### src/assert_macros.svh
// Assertion macros shared by the texture tile swizzle address RTL.
// Needs a clock named clk and an active-low asynchronous reset named arst_n in scope.
`ifndef ASSERT_MACROS_SVH
`define ASSERT_MACROS_SVH

// A property that must hold at every clock edge outside reset.
`define ASSERT_ALWAYS(label, prop, msg) \
	label: assert property (@(posedge clk) disable iff (!arst_n) (prop)) else $error(msg);

// An implication: whenever ante holds, cons must follow.
`define ASSERT_IMP(label, ante, cons, msg) \
	label: assert property (@(posedge clk) disable iff (!arst_n) (ante) |-> cons) \
		else $error(msg);

`endif

### src/tts_pkg.sv
// Shared types and constants for the texture tile swizzle address block.
// No dependencies; used by tts_rem_stage and texture_tile_swizzle_address_core.
package tts_pkg;

	localparam int COORD_W = 10;
	localparam int CFG_W = 11;
	localparam int CFG_IDX_W = 1;
	localparam int LUT_W = 20;
	localparam int LOOKUP_W = 8;
	localparam int PIX_S_W = 3;
	localparam int ROW_W = 3;

	localparam int MAX_DIM_DEF = 1024;
	localparam int TEX_WIDTH_RST = 1024;

	// Number of pipeline stages that work out the tile column remainder.
	localparam int NUM_DIV = 4;

	localparam logic [LOOKUP_W-1:0] PIX_T_BIAS = 8'd128;

	localparam logic [CFG_IDX_W-1:0] CFG_TILE_MODE = 1'b0;
	localparam logic [CFG_IDX_W-1:0] CFG_TEX_WIDTH = 1'b1;

	typedef enum logic [1:0] {
		TILE_8X8 = 2'd0,
		TILE_8X4 = 2'd1,
		TILE_4X4 = 2'd2
	} tile_mode_t;

	// Result fields that ride along the remainder pipeline.
	typedef struct packed {
		logic [LUT_W-1:0] lut_index;
		logic [LOOKUP_W-1:0] tile_t;
		logic [PIX_S_W-1:0] pix_s;
		logic [LOOKUP_W-1:0] pix_t;
	} side_t;

endpackage

### src/tts_rem_stage.sv
// One stage of the pipelined restoring remainder used for the tile column.
// Depends on tts_pkg for the side-band result struct.
module tts_rem_stage #(
	parameter int QP_W = 16,
	parameter int STEPS = 4,
	parameter int R_W = 9
) (
	input  logic clk,
	input  logic arst_n,
	input  logic valid_in,
	input  logic [QP_W-1:0] q_in,
	input  logic [R_W-1:0] rem_in,
	input  logic [R_W-1:0] div_in,
	input  tts_pkg::side_t side_in,
	output logic valid_s,
	output logic [QP_W-1:0] q_s,
	output logic [R_W-1:0] rem_s,
	output logic [R_W-1:0] div_s,
	output tts_pkg::side_t side_s
);

	logic [QP_W-1:0] q_d;
	logic [R_W-1:0] rem_d;

	// Each step brings down the next dividend bit and subtracts the divisor if it fits.
	always_comb begin
		logic [R_W:0] t;
		logic [R_W-1:0] r;
		logic [QP_W-1:0] q;
		r = rem_in;
		q = q_in;
		for (int i = 0; i < STEPS; i++) begin
			t = {r, q[QP_W-1]};
			q = q << 1;
			if (t >= {1'b0, div_in}) begin
				r = R_W'(t - {1'b0, div_in});
			end else begin
				r = t[R_W-1:0];
			end
		end
		rem_d = r;
		q_d = q;
	end

	always_ff @(posedge clk or negedge arst_n) begin
		if (!arst_n) begin
			valid_s <= 1'b0;
		end else begin
			valid_s <= valid_in;
		end
	end

	always_ff @(posedge clk) begin
		q_s <= q_d;
		rem_s <= rem_d;
		div_s <= div_in;
		side_s <= side_in;
	end

endmodule

### src/texture_tile_swizzle_address_core.sv
// Top level of the texture tile swizzle address generator.
// Depends on tts_pkg, tts_rem_stage and assert_macros.svh.

// The block takes one texel coordinate per clock cycle and returns, for every
// accepted transaction, the 4x4-block swizzled lookup index, the tile lookup
// entry (tile_s, tile_t) and the pixel lookup entry (pix_s, pix_t). A transaction
// is accepted on any clock edge where start is high; busy is always low because
// the pipeline never stalls, and the receiver cannot hold results off either.
// Each result appears on the result ports for exactly one cycle, marked by done,
// once its transaction has passed stage 1 and every remainder stage.
// The first stage forms the linear texel number y*width+x and the swizzled
// index with one multiplier each; the following stages reduce the tile number
// modulo the tiles per row, STEPS bits per stage, which sets the latency.
// Sustained throughput is one transaction per cycle. There is no clearing pass
// after reset. Configuration (tile_mode at index 0, texture_width at index 1)
// must only be written while no transaction is in flight; a width of zero acts
// as one, a width above MAX_DIM acts as MAX_DIM, and tile mode 3 acts as 4x4.
module texture_tile_swizzle_address_core #(
	parameter int MAX_DIM = tts_pkg::MAX_DIM_DEF
) (
	input  logic clk,
	input  logic arst_n,
	input  logic start,
	output logic busy,
	input  logic cfg_we,
	input  logic [tts_pkg::CFG_IDX_W-1:0] cfg_index,
	input  logic [tts_pkg::CFG_W-1:0] cfg_wdata,
	input  logic [tts_pkg::COORD_W-1:0] x_coord,
	input  logic [tts_pkg::COORD_W-1:0] y_coord,
	output logic done,
	output logic [tts_pkg::LUT_W-1:0] lut_index,
	output logic [tts_pkg::LOOKUP_W-1:0] tile_s,
	output logic [tts_pkg::LOOKUP_W-1:0] tile_t,
	output logic [tts_pkg::PIX_S_W-1:0] pix_s,
	output logic [tts_pkg::LOOKUP_W-1:0] pix_t
);

`include "assert_macros.svh"

	localparam int COORD_W = tts_pkg::COORD_W;
	localparam int CFG_W = tts_pkg::CFG_W;
	localparam int NUM_DIV = tts_pkg::NUM_DIV;
	localparam int LAT = NUM_DIV + 1;
	// Effective texture width, 1 .. MAX_DIM.
	localparam int W_W = $clog2(MAX_DIM + 1);
	// Blocks (and tiles) per row never exceed ceil(MAX_DIM / 4).
	localparam int BX_MAX = (MAX_DIM + 3) / 4;
	localparam int BX_W = $clog2(BX_MAX + 1);
	// Largest linear texel number is (2^COORD_W - 1) * MAX_DIM + 2^COORD_W - 1.
	localparam int LIN_W = $clog2((2 ** COORD_W - 1) * MAX_DIM + 2 ** COORD_W);
	// Smallest tile holds 16 texels, so the tile number drops at least four bits.
	localparam int Q_W = LIN_W - 4;
	localparam int STEPS = (Q_W + NUM_DIV - 1) / NUM_DIV;
	localparam int QP_W = STEPS * NUM_DIV;
	localparam int BLK_MAX = (2 ** COORD_W) / 4;
	localparam int LS_W = $clog2((BLK_MAX - 1) * BX_MAX + BLK_MAX);

	function automatic logic [W_W-1:0] clamp_width(input logic [CFG_W-1:0] v);
		logic [W_W-1:0] w;
		if (v == '0) begin
			w = W_W'(1);
		end else if (v > CFG_W'(MAX_DIM)) begin
			w = W_W'(MAX_DIM);
		end else begin
			w = W_W'(v);
		end
		return w;
	endfunction

	function automatic logic [BX_W-1:0] blocks_per_row(input logic [W_W-1:0] w);
		logic [W_W+1:0] sum;
		sum = {2'b00, w} + (W_W + 2)'(3);
		return BX_W'(sum >> 2);
	endfunction

	function automatic logic [BX_W-1:0] tiles_per_row(input tts_pkg::tile_mode_t m,
			input logic [W_W-1:0] w);
		logic [W_W+1:0] sum;
		logic [BX_W-1:0] n;
		case (m)
			tts_pkg::TILE_8X8, tts_pkg::TILE_8X4: begin
				sum = {2'b00, w} + (W_W + 2)'(7);
				n = BX_W'(sum >> 3);
			end
			default: begin
				n = blocks_per_row(w);
			end
		endcase
		return n;
	endfunction

	// Configuration registers, kept in their effective form.
	tts_pkg::tile_mode_t mode_q;
	logic [W_W-1:0] w_eff_q;
	logic [BX_W-1:0] bx_q;

	always_ff @(posedge clk or negedge arst_n) begin
		if (!arst_n) begin
			mode_q <= tts_pkg::TILE_8X8;
			w_eff_q <= clamp_width(CFG_W'(tts_pkg::TEX_WIDTH_RST));
			bx_q <= blocks_per_row(clamp_width(CFG_W'(tts_pkg::TEX_WIDTH_RST)));
		end else if (cfg_we) begin
			case (cfg_index)
				tts_pkg::CFG_TILE_MODE: begin
					mode_q <= tts_pkg::tile_mode_t'(cfg_wdata[1:0]);
				end
				tts_pkg::CFG_TEX_WIDTH: begin
					w_eff_q <= clamp_width(cfg_wdata);
					bx_q <= blocks_per_row(clamp_width(cfg_wdata));
				end
				default: begin
				end
			endcase
		end
	end

	// The pipeline never stalls, so a new transaction is welcome every cycle.
	assign busy = 1'b0;

	// Stage 1: linear texel number, swizzled index and the shape-only fields.
	logic valid_s1;
	logic [LIN_W-1:0] lin_s1;
	logic [tts_pkg::LUT_W-1:0] lut_s1;
	logic [tts_pkg::LOOKUP_W-1:0] tile_t_s1;
	logic [tts_pkg::PIX_S_W-1:0] pix_s_s1;
	logic [tts_pkg::LOOKUP_W-1:0] y_s1;
	tts_pkg::tile_mode_t mode_s1;
	logic [BX_W-1:0] tpr_s1;

	logic [LS_W-1:0] blk_sum;
	logic [LS_W+3:0] lut_full;
	logic [tts_pkg::LOOKUP_W-1:0] tile_t_d;
	logic [tts_pkg::PIX_S_W-1:0] pix_s_d;

	// Index of the 4x4 block, then the texel's place inside it in the low four bits.
	assign blk_sum = LS_W'(LS_W'(y_coord[COORD_W-1:2]) * LS_W'(bx_q)
		+ LS_W'(x_coord[COORD_W-1:2]));
	assign lut_full = {blk_sum, y_coord[1:0], x_coord[1:0]};

	always_comb begin
		case (mode_q)
			tts_pkg::TILE_8X8: begin
				tile_t_d = tts_pkg::LOOKUP_W'(y_coord >> 3);
				pix_s_d = x_coord[2:0];
			end
			tts_pkg::TILE_8X4: begin
				tile_t_d = tts_pkg::LOOKUP_W'(y_coord >> 2);
				pix_s_d = x_coord[2:0];
			end
			default: begin
				tile_t_d = tts_pkg::LOOKUP_W'(y_coord >> 2);
				pix_s_d = {1'b0, x_coord[1:0]};
			end
		endcase
	end

	always_ff @(posedge clk or negedge arst_n) begin
		if (!arst_n) begin
			valid_s1 <= 1'b0;
		end else begin
			valid_s1 <= start && !busy;
		end
	end

	always_ff @(posedge clk) begin
		lin_s1 <= LIN_W'(y_coord) * LIN_W'(w_eff_q) + LIN_W'(x_coord);
		lut_s1 <= tts_pkg::LUT_W'(lut_full);
		tile_t_s1 <= tile_t_d;
		pix_s_s1 <= pix_s_d;
		y_s1 <= y_coord[tts_pkg::LOOKUP_W-1:0];
		mode_s1 <= mode_q;
		tpr_s1 <= tiles_per_row(mode_q, w_eff_q);
	end

	// Tile number and row inside the tile come from the linear number by shifts.
	logic [LIN_W-1:0] tile_num;
	logic [tts_pkg::ROW_W-1:0] row_in_tile;

	always_comb begin
		case (mode_s1)
			tts_pkg::TILE_8X8: begin
				tile_num = lin_s1 >> 6;
				row_in_tile = lin_s1[5:3];
			end
			tts_pkg::TILE_8X4: begin
				tile_num = lin_s1 >> 5;
				row_in_tile = {1'b0, lin_s1[4:3]};
			end
			default: begin
				tile_num = lin_s1 >> 4;
				row_in_tile = {1'b0, lin_s1[3:2]};
			end
		endcase
	end

	// Remainder chain: index 0 feeds the first stage, index NUM_DIV is the result.
	logic valid_c [NUM_DIV+1];
	logic [QP_W-1:0] q_c [NUM_DIV+1];
	logic [BX_W-1:0] rem_c [NUM_DIV+1];
	logic [BX_W-1:0] div_c [NUM_DIV+1];
	tts_pkg::side_t side_c [NUM_DIV+1];

	assign valid_c[0] = valid_s1;
	assign q_c[0] = QP_W'(tile_num[Q_W-1:0]);
	assign rem_c[0] = '0;
	assign div_c[0] = tpr_s1;
	assign side_c[0].lut_index = lut_s1;
	assign side_c[0].tile_t = tile_t_s1;
	assign side_c[0].pix_s = pix_s_s1;
	assign side_c[0].pix_t = tts_pkg::LOOKUP_W'(row_in_tile) - y_s1 + tts_pkg::PIX_T_BIAS;

	for (genvar g = 0; g < NUM_DIV; g++) begin : g_rem
		tts_rem_stage #(
			.QP_W(QP_W),
			.STEPS(STEPS),
			.R_W(BX_W)
		) u_stage (
			.clk(clk),
			.arst_n(arst_n),
			.valid_in(valid_c[g]),
			.q_in(q_c[g]),
			.rem_in(rem_c[g]),
			.div_in(div_c[g]),
			.side_in(side_c[g]),
			.valid_s(valid_c[g+1]),
			.q_s(q_c[g+1]),
			.rem_s(rem_c[g+1]),
			.div_s(div_c[g+1]),
			.side_s(side_c[g+1])
		);
	end

	assign done = valid_c[NUM_DIV];
	assign lut_index = side_c[NUM_DIV].lut_index;
	assign tile_s = tts_pkg::LOOKUP_W'(rem_c[NUM_DIV]);
	assign tile_t = side_c[NUM_DIV].tile_t;
	assign pix_s = side_c[NUM_DIV].pix_s;
	assign pix_t = side_c[NUM_DIV].pix_t;

	// Every accepted transaction comes out after the fixed latency, and nothing else does.
	`ASSERT_IMP(a_start_gives_done, start && !busy, ##LAT done, "result missing after start")
	`ASSERT_IMP(a_done_from_start, done, $past(start && !busy, LAT), "result without a start")
	// The remainder chain must end below its divisor with every dividend bit consumed.
	`ASSERT_IMP(a_rem_below_div, done, (rem_c[NUM_DIV] < div_c[NUM_DIV]) && (q_c[NUM_DIV] == '0),
		"tile column remainder out of range")
	// Side-band fields must stay aligned with the transaction that made them.
	`ASSERT_IMP(a_side_aligned, done,
		(lut_index[1:0] == $past(x_coord[1:0], LAT)) && (pix_s[1:0] == $past(x_coord[1:0], LAT)),
		"result fields out of step with their coordinate")

endmodule
### config.mk
export PLATFORM = sky130hd
export DESIGN_NAME = texture_tile_swizzle_address_core
export DESIGN_NICKNAME = d
export VERILOG_FILES = /design/src/tts_pkg.sv /design/src/tts_rem_stage.sv /design/src/texture_tile_swizzle_address_core.sv
export VERILOG_INCLUDE_DIRS = /design/src /design/src/src
export SDC_FILE = /design/constraint.sdc
export NUM_CORES = 1
export LEC_CHECK = 0
export BUFFER_PORTS_ARGS = -buffer_cell sky130_fd_sc_hd__buf_2
export CAP_MARGIN = 20
export CELL_PAD_IN_SITES_DETAIL_PLACEMENT = 1
export CELL_PAD_IN_SITES_GLOBAL_PLACEMENT = 2
export CORE_UTILIZATION = 44
export DETAILED_ROUTE_END_ITERATION = 10
export GPL_TIMING_DRIVEN = 0
export PLACE_DENSITY_LB_ADDON = 0.1
export SYNTH_ARGS = -nofsm -noshare
export SYNTH_HDL_FRONTEND = slang
export SYNTH_SLANG_ARGS = --single-unit
### constraint.sdc
create_clock -name clk -period 13.8 [get_ports clk]
set_input_delay 0.69 -clock clk [delete_from_list [all_inputs] [get_ports clk]]
set_output_delay 0.69 -clock clk [all_outputs]
set_load 0.03 [all_outputs]
==> results by group <==
Outcome
  • Run status: finished, final reports clean

Clock network
  • Cts repair resizes: 0
  • Clock slew at reported path FFs: 60 ps
  • Post-CTS Setup Inserts: 0
  • Worst skew pair latency: between 500 and 600 ps
  • CTS tree: built
  • CTS Hold Buffers Added: 0
  • CTS root buf: clkbuf_16
  • Cts bufs inserted: 37
  • Max Root-Sink Buffers: 3
  • Clock sinks: around 330
  • Max H-tree Level: 2

Worst setup path
  • Slowest CP cell: mux2i_1
  • Crit Path Class: reg -> reg
  • Buf+Inv Stages, Crit Path: 3
  • CP top delay family: compound AO/OA/AOI/OAI gates
  • WP data required: 14220 ps
  • Path depth of the worst reg2reg path: 33
  • Worst EP arrival: roughly 10000 ps
  • Reg2reg start: g_rem[1].u_stage.div_s[1]
  • Critical path peak fanout: 9
  • RR Endpoint: g_rem[2].u_stage.rem_s[5]
  • CP peak stage delay: 750 ps
  • Crit end category: register
  • CP Launch Type: register
  • Reg2reg setup slack: 4180 ps

Timing
  • Final Max Slew Viols: 0
  • F_max: 104 MHz
  • Setup TNS: 0 ps
  • RSZ-0062 raised after global routing: no
  • Period utilization: 0.697
  • Max-slew headroom: 0.325
  • Final setup viols: 0
  • Tmin final: 9620 ps
  • Least-Margin Pin Slew: 987 ps
  • Clk_skew: 12.4 ps
  • Endpoints failing hold: 0

Finish
  • # diodes: 0
  • Area growth from synthesis to layout: 11.6%
  • Fill count: around 5500
  • Final net count: 2750
  • Share of layout cells above drive strength 1: 0.117

Synth
  • Synth top area share: 0.277
  • Cell Area, Synth: around 0.022 mm²
  • Syn Area/Cell: 9.72 µm²
  • Synth area leaders: dfxtp_1 (28%), ha_1 (13%), fa_1 (13%), mux2_2 (5.1%), inv_1 (4.3%)
  • Post-synthesis cell count: 2217
  • Post-synth EDFFs: 0
  • Yosys warnings: 0
  • Dominant cell type by area after synthesis: dfxtp_1
  • Number of distinct library cells after synthesis: between 70 and 80
  • Post-Syn Nets: between 2000 and 3000
  • Main synth FF type: dfxtp_1
  • Sequential element share of the synthesized area: 0.308
  • Synth Register Bits: approximately 330
  • Asr flop ratio synth: 0.0831

Job
  • Max capacitance violation total: 0

Floorplan
  • Initial Util: 0.448
  • Core footprint: around 0.048 mm²
  • Width of the chip: 223 µm
  • Die Y: ~220 µm
  • Site Rows: 80
  • Die area: 0.0499 mm²
  • IO Pins: 85

GRT
  • Met2 GRT Util: 0.389
  • GR Overflow Total: 0
  • Global-route wire length before repair: between 80000 and 90000 µm
  • Number of global-route vias before repair: 16900
  • Largest net degree at the start of global routing: 28
  • Grt met3 use: 0.0267
  • Total GRT Usage: 0.222
  • Initial antenna violation count: 1
  • Gr busiest metal: met2
  • M1 GR Usage: 0.289

Worst hold path
  • Hold WC Path Type: in -> async

Drt
  • Vias/cell: approximately 5.3
  • Post-route ant nets: 0
  • Total Wirelength: approximately 53000 µm
  • Vias: 15700
  • Wirelength per Cell: 17.9 µm
  • Drc violations: 0
  • Pre-Repair DR Iteration Count: 5
  • Initial DRC Count: 551

Placed design
  • Input/output buffers: between 80 and 90
  • GPL Wtd Cong: 0.840
  • DP HPWL: 43200 µm
[layout make-up]
type | instances | area, µm² | area share
buffer | 63 | 253 | 0.0105
inverter | 244 | 916 | 0.0381
tap | 615 | 769 | 0.0320
clock buffer | 52 | 1110 | 0.0460
clock inverter | 14 | 203 | 0.00843
timing repair buffer | 83 | 415 | 0.0173
multi-input combinational | 1585 | 13700 | 0.571
sequential | 325 | 6640 | 0.276
[placed cells by master (no fill, tap or decap), drive strengths merged, types with 21 or more instances in the layout]
cell type / instances
nand2b: 24
buf: 90
mux2: 99
o21ai: 99
dfrtp: 25
nor2b: 33
mux2i: 34
ha: 231
inv: 251
nand2: 193
xnor2: 86
dfxtp: 298
and2: 100
a21oi: 92
o21a: 21
clkbuf: 108
nand4: 23
nor3: 31
fa: 144
nor2: 96
xor2: 46
a21o: 39
[layer usage]
| metal | wire (µm) | vias to the layer above |
|---|---|---|
| met2 | 26100 | 159 |
| met4 | 1020 | 0 |
| met1 | 25000 | 7721 |
| li1 | - | 7712 |
| met3 | 1350 | 61 |
| met5 | 0 | - |
[kinds of logic (layout without fill, tap and decap cells)]
group / count (synthesis) / in the layout / synth area share
simple gates: 573 / 573 / 0.132
xor+xnor: 132 / 132 / 0.0537
compound gates: 370 / 370 / 0.115
mux: 133 / 133 / 0.0681
other cells: 1 / 1 / 0.000174
fa+ha+maj: 376 / 376 / 0.268
flops: 325 / 325 / 0.308
buf+inv: 307 / 456 / 0.0542
[sequential cells by signal (all words and copies together) (netlist names), 2 cells and up]
name and count:
tpr_s1 9, g_rem.u_stage.side_s 148, g_rem.u_stage.rem_s 35, g_rem.u_stage.div_s 27
lin_s1 18, bx_q 9, g_rem.u_stage.valid_s 4, tile_t_s1 8
w_eff_q 11, mode_q 2, g_rem.u_stage.q_s 24, mode_s1 2
lut_s1 18, y_s1 8
[how the worst max path moves through the flow]
stage	startpoint	to	slack [ps]	cells after the start
after floorplan	g_rem[0].u_stage.div_s[1]	g_rem[1].u_stage.rem_s[1]	5960	31
after global placement	g_rem[1].u_stage.div_s[1]	g_rem[2].u_stage.rem_s[1]	4280	33
after detailed placement	g_rem[1].u_stage.div_s[1]	g_rem[2].u_stage.rem_s[1]	4150	33
after CTS	g_rem[1].u_stage.div_s[1]	g_rem[2].u_stage.rem_s[1]	4080	33
after global routing	g_rem[1].u_stage.div_s[1]	g_rem[2].u_stage.rem_s[6]	3350	33
final	g_rem[1].u_stage.div_s[1]	g_rem[2].u_stage.rem_s[5]	4180	33
[synthesized netlist by cell type (12+ instances only)]
library cell / instances
a31oi_1: 12
xnor2_1: 86
inv_1: 244
xor2_1: 46
nor3_1: 30
nor2_1: 96
mux2_2: 97
o21a_1: 21
dfrtp_1: 25
nand2b_1: 24
o21ai_0: 98
dfxtp_1: 298
a21oi_1: 91
mux2i_1: 33
a211oi_1: 17
fa_1: 144
nor2b_1: 33
a21o_1: 39
ha_1: 231
and2_1: 100
nand4_1: 23
nand3_1: 17
nand2_1: 193
o21bai_1: 12
clkbuf_1: 56
[stage by stage]
stage	hold WS (ps)	area (µm²)	std cells	utilization	worst slack, ps
after global placement	310	22700	2915	0.473	4280
after detailed placement	313	22700	2915	0.473	4150
after floorplan	310	21500	2217	-	5960
after CTS	145	24000	2981	0.500	4080
final	168	24000	2981	0.500	4180
after global routing	184	24000	2981	0.500	3350
Power is left out: the tool's default activity adds up to more than one toggle a clock period on the data nets, which glitch-free logic cannot reach.
